===== config.mk =====
export PLATFORM = sky130hd
export DESIGN_NAME = rgb_to_hsv_converter
export DESIGN_NICKNAME = d
export VERILOG_FILES = /design/src/rtl/core/rgbhsv_pkg.sv /design/src/rtl/core/rgbhsv_front.sv /design/src/rtl/core/rgbhsv_div_cell.sv /design/src/rtl/core/rgb_to_hsv_converter.sv
export SDC_FILE = /design/constraint.sdc
export NUM_CORES = 2
export LEC_CHECK = 0
export BUFFER_PORTS_ARGS = -buffer_cell sky130_fd_sc_hd__buf_2
export CAP_MARGIN = 20
export CORE_MARGIN = 4
export CORE_UTILIZATION = 35
export CTS_CLUSTER_DIAMETER = 200
export DETAILED_ROUTE_END_ITERATION = 7
export MAX_ROUTING_LAYER = met4
export PLACE_DENSITY = 0.49
export SETUP_SLACK_MARGIN = 0.02
export SYNTH_ARGS = -nofsm -noshare
export SYNTH_HDL_FRONTEND = slang
export SYNTH_SLANG_ARGS = --single-unit
export TNS_END_PERCENT = 30

===== constraint.sdc =====
create_clock -name aclk -period 10.9 [get_ports aclk]
set_input_delay 1.635 -clock aclk [delete_from_list [all_inputs] [get_ports aclk]]
set_output_delay 1.635 -clock aclk [all_outputs]
set_load 0.01 [all_outputs]

===== src/rtl/core/rgbhsv_pkg.sv =====
// ----------------------------------------------------------------------------
// rgbhsv_pkg
// Shared types for the RGB to HSV converter.
// ----------------------------------------------------------------------------
`default_nettype none

package rgbhsv_pkg;

    // Per-pixel flags carried alongside the division chain
    typedef struct packed {
        logic gray;      // delta is zero: hue and saturation forced to zero
        logic sat_full;  // delta equals value: saturation clamps to all ones
    } flags_t;

endpackage

`default_nettype wire


===== src/rtl/core/rgbhsv_front.sv =====
// ----------------------------------------------------------------------------
// rgbhsv_front
// Head cell: picks the dominant channel, forms delta, the hue numerator and
// divisor, and the saturation remainder for the division chain.
// ----------------------------------------------------------------------------
`default_nettype none

module rgbhsv_front #(
    parameter int CHANNEL_BITS  = 8,
    parameter int FRACTION_BITS = 16
) (
    input  wire                            aclk,
    input  wire                            aresetn,
    input  wire                            in_valid,
    output logic                           in_ready,
    input  wire  [CHANNEL_BITS-1:0]        red,
    input  wire  [CHANNEL_BITS-1:0]        green,
    input  wire  [CHANNEL_BITS-1:0]        blue,
    output logic                           out_valid,
    input  wire                            out_ready,
    output logic [CHANNEL_BITS+2:0]        h_rem,
    output logic [CHANNEL_BITS+2:0]        h_div,
    output logic [CHANNEL_BITS-1:0]        s_rem,
    output logic [CHANNEL_BITS-1:0]        s_div,
    output logic [FRACTION_BITS-1:0]       h_quo,
    output logic [FRACTION_BITS-1:0]       s_quo,
    output rgbhsv_pkg::flags_t             flags
);

    localparam int C = CHANNEL_BITS;

    logic                 valid_reg;
    logic [C+2:0]         h_rem_reg, h_rem_next;
    logic [C+2:0]         h_div_reg, h_div_next;
    logic [C-1:0]         s_rem_reg, s_rem_next;
    logic [C-1:0]         s_div_reg, s_div_next;
    rgbhsv_pkg::flags_t   flags_reg, flags_next;

    logic [C-1:0]         dom, c1, c2, lo, delta;
    logic [1:0]           off_shift;
    logic [C+3:0]         off_term, num, num_fix;
    logic [C+2:0]         six_delta;

    always_comb begin
        // strict comparisons: blue wins only when strictly largest; ties favour green over blue and red over green
        if (blue > green && blue > red) begin
            dom = blue; c1 = red;  c2 = green; off_shift = 2'd2;
        end else if (green > red) begin
            dom = green; c1 = blue; c2 = red;  off_shift = 2'd1;
        end else begin
            dom = red;  c1 = green; c2 = blue; off_shift = 2'd0;
        end
        lo        = (c1 > c2) ? c2 : c1;
        delta     = dom - lo;
        six_delta = {1'b0, delta, 2'b00} + {2'b00, delta, 1'b0};
        case (off_shift)
            2'd2:    off_term = {2'b00, delta, 2'b00};
            2'd1:    off_term = {3'b000, delta, 1'b0};
            default: off_term = '0;
        endcase
        // two's complement numerator, wrapped by one turn when negative
        num     = off_term + {4'b0000, c1} - {4'b0000, c2};
        num_fix = num[C+3] ? (num + {1'b0, six_delta}) : num;

        h_rem_next          = num_fix[C+2:0];
        h_div_next          = six_delta;
        s_div_next          = dom;
        s_rem_next          = (delta == dom) ? '0 : delta;
        flags_next.gray     = (delta == '0);
        flags_next.sat_full = (delta == dom) && (delta != '0);
    end

    assign in_ready = !valid_reg || out_ready;

    always_ff @(posedge aclk) begin
        if (!aresetn) begin
            valid_reg <= 1'b0;
        end else if (in_ready) begin
            valid_reg <= in_valid;
        end
    end

    always_ff @(posedge aclk) begin
        if (in_ready && in_valid) begin
            h_rem_reg <= h_rem_next;
            h_div_reg <= h_div_next;
            s_rem_reg <= s_rem_next;
            s_div_reg <= s_div_next;
            flags_reg <= flags_next;
        end
    end

    assign out_valid = valid_reg;
    assign h_rem     = h_rem_reg;
    assign h_div     = h_div_reg;
    assign s_rem     = s_rem_reg;
    assign s_div     = s_div_reg;
    assign h_quo     = '0;
    assign s_quo     = '0;
    assign flags     = flags_reg;

endmodule

`default_nettype wire


===== src/rtl/core/rgbhsv_div_cell.sv =====
// ----------------------------------------------------------------------------
// rgbhsv_div_cell
// One restoring division step for hue and saturation at once: shift the
// remainders, compare, subtract, append one quotient bit each.
// ----------------------------------------------------------------------------
`default_nettype none

module rgbhsv_div_cell #(
    parameter int CHANNEL_BITS  = 8,
    parameter int FRACTION_BITS = 16
) (
    input  wire                            aclk,
    input  wire                            aresetn,
    input  wire                            in_valid,
    output logic                           in_ready,
    input  wire  [CHANNEL_BITS+2:0]        h_rem_in,
    input  wire  [CHANNEL_BITS+2:0]        h_div_in,
    input  wire  [CHANNEL_BITS-1:0]        s_rem_in,
    input  wire  [CHANNEL_BITS-1:0]        s_div_in,
    input  wire  [FRACTION_BITS-1:0]       h_quo_in,
    input  wire  [FRACTION_BITS-1:0]       s_quo_in,
    input  rgbhsv_pkg::flags_t             flags_in,
    output logic                           out_valid,
    input  wire                            out_ready,
    output logic [CHANNEL_BITS+2:0]        h_rem_out,
    output logic [CHANNEL_BITS+2:0]        h_div_out,
    output logic [CHANNEL_BITS-1:0]        s_rem_out,
    output logic [CHANNEL_BITS-1:0]        s_div_out,
    output logic [FRACTION_BITS-1:0]       h_quo_out,
    output logic [FRACTION_BITS-1:0]       s_quo_out,
    output rgbhsv_pkg::flags_t             flags_out
);

    localparam int C = CHANNEL_BITS;
    localparam int F = FRACTION_BITS;

    logic                 valid_reg;
    logic [C+2:0]         h_rem_reg, h_rem_next;
    logic [C+2:0]         h_div_reg;
    logic [C-1:0]         s_rem_reg, s_rem_next;
    logic [C-1:0]         s_div_reg;
    logic [F-1:0]         h_quo_reg, h_quo_next;
    logic [F-1:0]         s_quo_reg, s_quo_next;
    rgbhsv_pkg::flags_t   flags_reg;

    logic [C+3:0]         h_sh, h_diff;
    logic [C:0]           s_sh, s_diff;
    logic                 h_ge, s_ge;

    always_comb begin
        h_sh   = {h_rem_in, 1'b0};
        h_diff = h_sh - {1'b0, h_div_in};
        h_ge   = (h_sh >= {1'b0, h_div_in});
        s_sh   = {s_rem_in, 1'b0};
        s_diff = s_sh - {1'b0, s_div_in};
        s_ge   = (s_sh >= {1'b0, s_div_in});

        h_rem_next = h_ge ? h_diff[C+2:0] : h_sh[C+2:0];
        s_rem_next = s_ge ? s_diff[C-1:0] : s_sh[C-1:0];
        h_quo_next = {h_quo_in[F-2:0], h_ge};
        s_quo_next = {s_quo_in[F-2:0], s_ge};
    end

    assign in_ready = !valid_reg || out_ready;

    always_ff @(posedge aclk) begin
        if (!aresetn) begin
            valid_reg <= 1'b0;
        end else if (in_ready) begin
            valid_reg <= in_valid;
        end
    end

    always_ff @(posedge aclk) begin
        if (in_ready && in_valid) begin
            h_rem_reg <= h_rem_next;
            h_div_reg <= h_div_in;
            s_rem_reg <= s_rem_next;
            s_div_reg <= s_div_in;
            h_quo_reg <= h_quo_next;
            s_quo_reg <= s_quo_next;
            flags_reg <= flags_in;
        end
    end

    assign out_valid = valid_reg;
    assign h_rem_out = h_rem_reg;
    assign h_div_out = h_div_reg;
    assign s_rem_out = s_rem_reg;
    assign s_div_out = s_div_reg;
    assign h_quo_out = h_quo_reg;
    assign s_quo_out = s_quo_reg;
    assign flags_out = flags_reg;

endmodule

`default_nettype wire


===== src/rtl/core/rgb_to_hsv_converter.sv =====
// ----------------------------------------------------------------------------
// rgb_to_hsv_converter
// Streaming RGB to HSV conversion: one pixel per clock, unless stalled, through
// a head cell and a row of restoring division cells.
// ----------------------------------------------------------------------------
//
//   Channel   Ports                                   Direction  Per request
//   --------  --------------------------------------  ---------  -----------------
//   input     s_valid s_ready s_red s_green s_blue    in         one RGB pixel
//   result    m_valid m_ready m_hue m_saturation      out        one HSV pixel
//             m_brightness
//
// Pipeline: a request accepted at the input lands in the head cell and passes
// through FRACTION_BITS + 1 registers (the head cell plus one division cell for
// each quotient bit) on its way to the result port; a new request may enter at
// every edge while the row is not stalled.
// Reset: aresetn, synchronous and active low, empties every cell.
// Stalls: each cell holds its request only while its downstream neighbour
// is full and stalled, so bubbles close up and s_ready drops only when
// every cell holds a request and m_ready is low.
// ----------------------------------------------------------------------------
`default_nettype none

module rgb_to_hsv_converter #(
    parameter int CHANNEL_BITS  = 8,
    parameter int FRACTION_BITS = 16
) (
    input  wire                        aclk,
    input  wire                        aresetn,
    input  wire                        s_valid,
    output logic                       s_ready,
    input  wire  [CHANNEL_BITS-1:0]    s_red,
    input  wire  [CHANNEL_BITS-1:0]    s_green,
    input  wire  [CHANNEL_BITS-1:0]    s_blue,
    output logic                       m_valid,
    input  wire                        m_ready,
    output logic [FRACTION_BITS-1:0]   m_hue,
    output logic [FRACTION_BITS-1:0]   m_saturation,
    output logic [CHANNEL_BITS-1:0]    m_brightness
);

    localparam int C = CHANNEL_BITS;
    localparam int F = FRACTION_BITS;

    // Link k joins cell k-1 to cell k; link 0 is the head cell's output and
    // link F is the last division cell's output.
    logic                 link_valid [0:F];
    logic                 link_ready [0:F];
    logic [C+2:0]         link_h_rem [0:F];
    logic [C+2:0]         link_h_div [0:F];
    logic [C-1:0]         link_s_rem [0:F];
    logic [C-1:0]         link_s_div [0:F];
    logic [F-1:0]         link_h_quo [0:F];
    logic [F-1:0]         link_s_quo [0:F];
    rgbhsv_pkg::flags_t   link_flags [0:F];

    // Head cell: dominant channel, delta, numerators and divisors
    rgbhsv_front #(
        .CHANNEL_BITS  (C),
        .FRACTION_BITS (F)
    ) u_front (
        .aclk      (aclk),
        .aresetn   (aresetn),
        .in_valid  (s_valid),
        .in_ready  (s_ready),
        .red       (s_red),
        .green     (s_green),
        .blue      (s_blue),
        .out_valid (link_valid[0]),
        .out_ready (link_ready[0]),
        .h_rem     (link_h_rem[0]),
        .h_div     (link_h_div[0]),
        .s_rem     (link_s_rem[0]),
        .s_div     (link_s_div[0]),
        .h_quo     (link_h_quo[0]),
        .s_quo     (link_s_quo[0]),
        .flags     (link_flags[0])
    );

    // One quotient bit per cell, most significant first
    for (genvar k = 0; k < F; k++) begin : g_cell
        rgbhsv_div_cell #(
            .CHANNEL_BITS  (C),
            .FRACTION_BITS (F)
        ) u_cell (
            .aclk      (aclk),
            .aresetn   (aresetn),
            .in_valid  (link_valid[k]),
            .in_ready  (link_ready[k]),
            .h_rem_in  (link_h_rem[k]),
            .h_div_in  (link_h_div[k]),
            .s_rem_in  (link_s_rem[k]),
            .s_div_in  (link_s_div[k]),
            .h_quo_in  (link_h_quo[k]),
            .s_quo_in  (link_s_quo[k]),
            .flags_in  (link_flags[k]),
            .out_valid (link_valid[k+1]),
            .out_ready (link_ready[k+1]),
            .h_rem_out (link_h_rem[k+1]),
            .h_div_out (link_h_div[k+1]),
            .s_rem_out (link_s_rem[k+1]),
            .s_div_out (link_s_div[k+1]),
            .h_quo_out (link_h_quo[k+1]),
            .s_quo_out (link_s_quo[k+1]),
            .flags_out (link_flags[k+1])
        );
    end

    // The last cell's registers are the result register
    assign link_ready[F] = m_ready;
    assign m_valid       = link_valid[F];
    assign m_brightness  = link_s_div[F];

    always_comb begin
        // Drop the quotients for gray and black pixels; clamp a full
        // saturation, whose exact value 1.0 does not fit the fraction.
        if (link_flags[F].gray) begin
            m_hue        = '0;
            m_saturation = '0;
        end else begin
            m_hue        = link_h_quo[F];
            m_saturation = link_flags[F].sat_full ? '1 : link_s_quo[F];
        end
    end

    // ------------------------------------------------------------------------
    // Assertions
    // ------------------------------------------------------------------------

    // Back-pressure reaches the input only when the whole row is stalled
    a_ready_only_when_full: assert property (@(posedge aclk) disable iff (!aresetn)
        !s_ready |-> (m_valid && !m_ready))
        else $error("s_ready low while the result port is not stalled");

    // A request taken at the input always lands in the head cell
    a_head_loaded: assert property (@(posedge aclk) disable iff (!aresetn)
        (s_valid && s_ready) |=> link_valid[0])
        else $error("accepted request lost at the head cell");

    // Black pixels carry zero hue and zero saturation
    a_black_zero: assert property (@(posedge aclk) disable iff (!aresetn)
        (m_valid && m_brightness == '0) |-> (m_hue == '0 && m_saturation == '0))
        else $error("black pixel with nonzero hue or saturation");

endmodule

`default_nettype wire

==> impl_metrics.env <==
export IMPL_synthAdderAreaFrac=0.115
export IMPL_num_rows=131
export IMPL_routedWlPerCell_um=15.3
export IMPL_post_dp_hpwl_um=65100
export IMPL_drt_wl_total_um=86200
export IMPL_hp_start="g_cell[9].u_cell.s_quo_out[7]$_DFFE_PP_"
export IMPL_numCtsBuffers=99
export IMPL_slew_headroom=0.326
export IMPL_synth_top_area_frac=0.589
export IMPL_core_area_mm2=0.128
export IMPL_grt_pass1_wl_um=141000
export IMPL_synthMuxAreaShare=0.0322
export IMPL_synthDistinctLibCells=78
export IMPL_synth_main_ff_cell="edfxtp_1"
export IMPL_status="complete, no violations"
export IMPL_fin_crit_ns=10.02
export IMPL_syn_instance_count=3657
export IMPL_ff2ff_path_depth=13
export IMPL_drc=0
export IMPL_period_share=0.919
export IMPL_grt_setup_unrepaired="no"
export IMPL_start_util=0.354
export IMPL_synth_largest_area_cell="edfxtp_1"
export IMPL_synth_top_family_by_area="adder cells"
export IMPL_whs_endpoint="g_cell[10].u_cell.s_quo_out[8]$_DFFE_PP_"
export IMPL_holdWs_ns=0.400
export IMPL_reg2reg_setup_slack_ns=6.91
export IMPL_crit_path_end_kind="flip-flop"
export IMPL_yosysSeqAreaShare=0.597
export IMPL_synth_xor_area_share=0.0274
export IMPL_antenna_found_initial=1
export IMPL_max_freq_mhz=99.8
export IMPL_ys_async_sr_fraction=0
export IMPL_cts_root_buf="clkbuf_16"
export IMPL_crit_buf_inv=5
export IMPL_crit_type="input pin to flip-flop"
export IMPL_reg2reg_from="g_cell[8].u_cell.h_div_out[2]$_DFFE_PP_"
export IMPL_fillers=12200
export IMPL_first_global_vias=27000
export IMPL_dr_total_vias=26200
export IMPL_ios=70
export IMPL_fp_dieArea_mm2=0.136
export IMPL_netlist_area_mm2=0.0454
export IMPL_layout_drive_gt1_share=0.104
export IMPL_post_cts_resized=0
export IMPL_fin_nets=4238
export IMPL_report_power_total_mw=10.7
export IMPL_yosys_warnings=0
export IMPL_fin_ws_ns=0.883
export IMPL_crit_family="compound AO/OA/AOI/OAI gates"
export IMPL_clkSlewWorstSetupHoldPaths_ns=0.06
export IMPL_routed_via_density=4.64
export IMPL_htreeDepth=3
export IMPL_ctsHoldBuffers=0
export IMPL_postRouteAntennaNets=0
export IMPL_tritoncts="built"
export IMPL_tightest_slew_ns=1.01
export IMPL_synth_simple_area_share=0.0849
export IMPL_utilization=0.402
export IMPL_synth_avg_cell_area_um2=12.4
export IMPL_fp_dieH_um=368
export IMPL_skew_ns=0.0364
export IMPL_hold_class="flip-flop to flip-flop"
export IMPL_slowest_stage="or3_1"
export IMPL_ir_drop_mv=0.336
export IMPL_preCtsSetupSlack_ns=-0.000238
export IMPL_critPathMaxFanout=19
export IMPL_synth_compound_area_frac=0.0943
export IMPL_io_buffers=69
export IMPL_grt_usage=0.132
export IMPL_hold_viol=0
export IMPL_gp_congestion=0.840
export IMPL_multi_input_area_mm2=0.0162
export IMPL_setup_viol=0
export IMPL_postCtsSetupBuffers=0
export IMPL_synth_seq_cells=908
export IMPL_synth_area_leaders="edfxtp_1 59%, ha_1 9.8%, inv_1 4.5%"
export IMPL_crit_path_frequent_cell="a21oi_1"
export IMPL_clk_latency_ns=0.67
export IMPL_cts_sink_count=908
export IMPL_ff_latch_area_mm2=0.0271
export IMPL_required_ns=11.31
export IMPL_p_per_area_mw_per_mm2=208
export IMPL_first_pass_iters=5
export IMPL_crit_arrival_ns=10.43
export IMPL_p_leak_nw=20.1
export IMPL_critPathLaunchType="input pin"
export IMPL_clock_path_buffers=3
export IMPL_drtIter0Drc=1045
export IMPL_drv_slew=0
export IMPL_rr_endpoint="g_cell[9].u_cell.h_rem_out[4]$_DFFE_PP_"
export IMPL_syn_num_nets=4079
export IMPL_worst_hold_path_num_cells=0
export IMPL_cpPeakStageDelay_ns=0.45
export IMPL_area_growth_pct=13.6
export IMPL_synth_edf_count=891
export IMPL_die_w_um=368
export IMPL_cap_violations=0
export IMPL_grt_ovfl_total=0
export IMPL_grt_max_degree=62
layer usage:
| metal | track usage | up-vias | share of wire |
|---|---|---|---|
| li1 | - | 13300 | - |
| met1 | 0.147 | 12400 | 0.41 |
| met2 | 0.242 | 317 | 0.53 |
| met3 | 0.0194 | 138 | 0.030 |
| met4 | 0.0473 | 0 | 0.033 |
| met5 | - | - | 0 |
worst max path at each step:
stage,to,slack (ns),start,cells past startpoint
finish,u_front.h_rem[10]$_DFFE_PP_,0.88,s_red[1],42
global route,u_front.h_rem[10]$_DFFE_PP_,0.04,s_red[1],42
CTS,u_front.h_rem[10]$_DFFE_PP_,0.73,s_red[1],42
detailed placement,u_front.h_rem[10]$_DFFE_PP_,-0.0002,s_red[1],42
global placement,u_front.h_rem[10]$_DFFE_PP_,0.14,s_red[1],42
floorplan,u_front.h_rem[10]$_DFFE_PP_,0.17,s_green[1],47
per-stage QoR:
stage	std cells	area (um^2)	TNS, ns
final	5631	51600	0
after global routing	5631	51600	0
after CTS	5630	51600	0
after detailed placement	5444	48200	-0.000238
after global placement	5444	48200	0
after floorplan	3657	45400	0
cell type report:
type,instances,share of cell area
antenna,1,0.0000485
multi-input combinational,2156,0.315
tap,1729,0.0419
clock inverter,75,0.0169
inverter,541,0.0394
timing repair buffer,110,0.0127
clock buffer,111,0.0489
sequential,908,0.525
Yosys cell counts, types with 4 or more instances:
| cell type | number |
|---|---|
| nand3_1 | 29 |
| and3_1 | 23 |
| nor2_1 | 238 |
| buf_1 | 4 |
| a21o_1 | 30 |
| o41ai_1 | 7 |
| o32a_1 | 4 |
| clkbuf_1 | 39 |
| nand4_1 | 48 |
| edfxtp_1 | 891 |
| mux2i_1 | 27 |
| xnor2_1 | 87 |
| a211oi_1 | 9 |
| a31oi_1 | 4 |
| xor2_1 | 55 |
| fa_1 | 39 |
| nor2b_1 | 112 |
| o31ai_1 | 37 |
| nand2_1 | 235 |
| o21bai_1 | 17 |
| a221oi_1 | 15 |
| or4_1 | 18 |
| o21ai_1 | 5 |
| a21oi_1 | 143 |
| a21boi_1 | 10 |
| o21ai_0 | 262 |
| mux2_2 | 106 |
| nor3_1 | 15 |
| a211o_1 | 6 |
| ha_1 | 355 |
| o211ai_1 | 4 |
| o211a_1 | 15 |
| buf_2 | 5 |
| inv_1 | 539 |
| o21a_1 | 23 |
| and2_1 | 14 |
| a21boi_0 | 65 |
| dfxtp_1 | 17 |
| o22ai_1 | 6 |
| nand2b_1 | 32 |
| nor4_1 | 7 |
logic make-up (layout without fill, tap and decap cells):
group	Yosys count	after routing
AOI/OAI and AO/OA	687	687
xor gates and xnor gates	142	142
adders and majority gates	394	394
buffers and inverters	593	837
DFF	908	908
muxes	133	133
other	0	1
and+or+nand+nor	800	800
layout by cell type (no fill, tap or decap), drive strengths merged, types with 18 or more instances in the layout:
cell / n
o31ai: 37
xor2: 55
ha: 355
a21oi: 144
nor2: 240
or4: 18
a21boi: 75
mux2: 106
a21o: 30
edfxtp: 891
mux2i: 27
clkbuf: 111
clkinv: 50
nand2: 235
and3: 23
buf: 110
xnor2: 87
fa: 39
nand3: 30
nand4: 49
o21a: 23
nor2b: 112
nand2b: 32
o21ai: 267
inv: 545
report_power, final:
| part | total [mW] | internal (mW) | switching [mW] |
|---|---|---|---|
| clock network | 3.44 | 2.06 | 1.38 |
| registers | 4.15 | 4.08 | 0.0706 |
| logic | 3.15 | 1.36 | 1.79 |
Note: power is estimated with default switching activity, not from simulation.
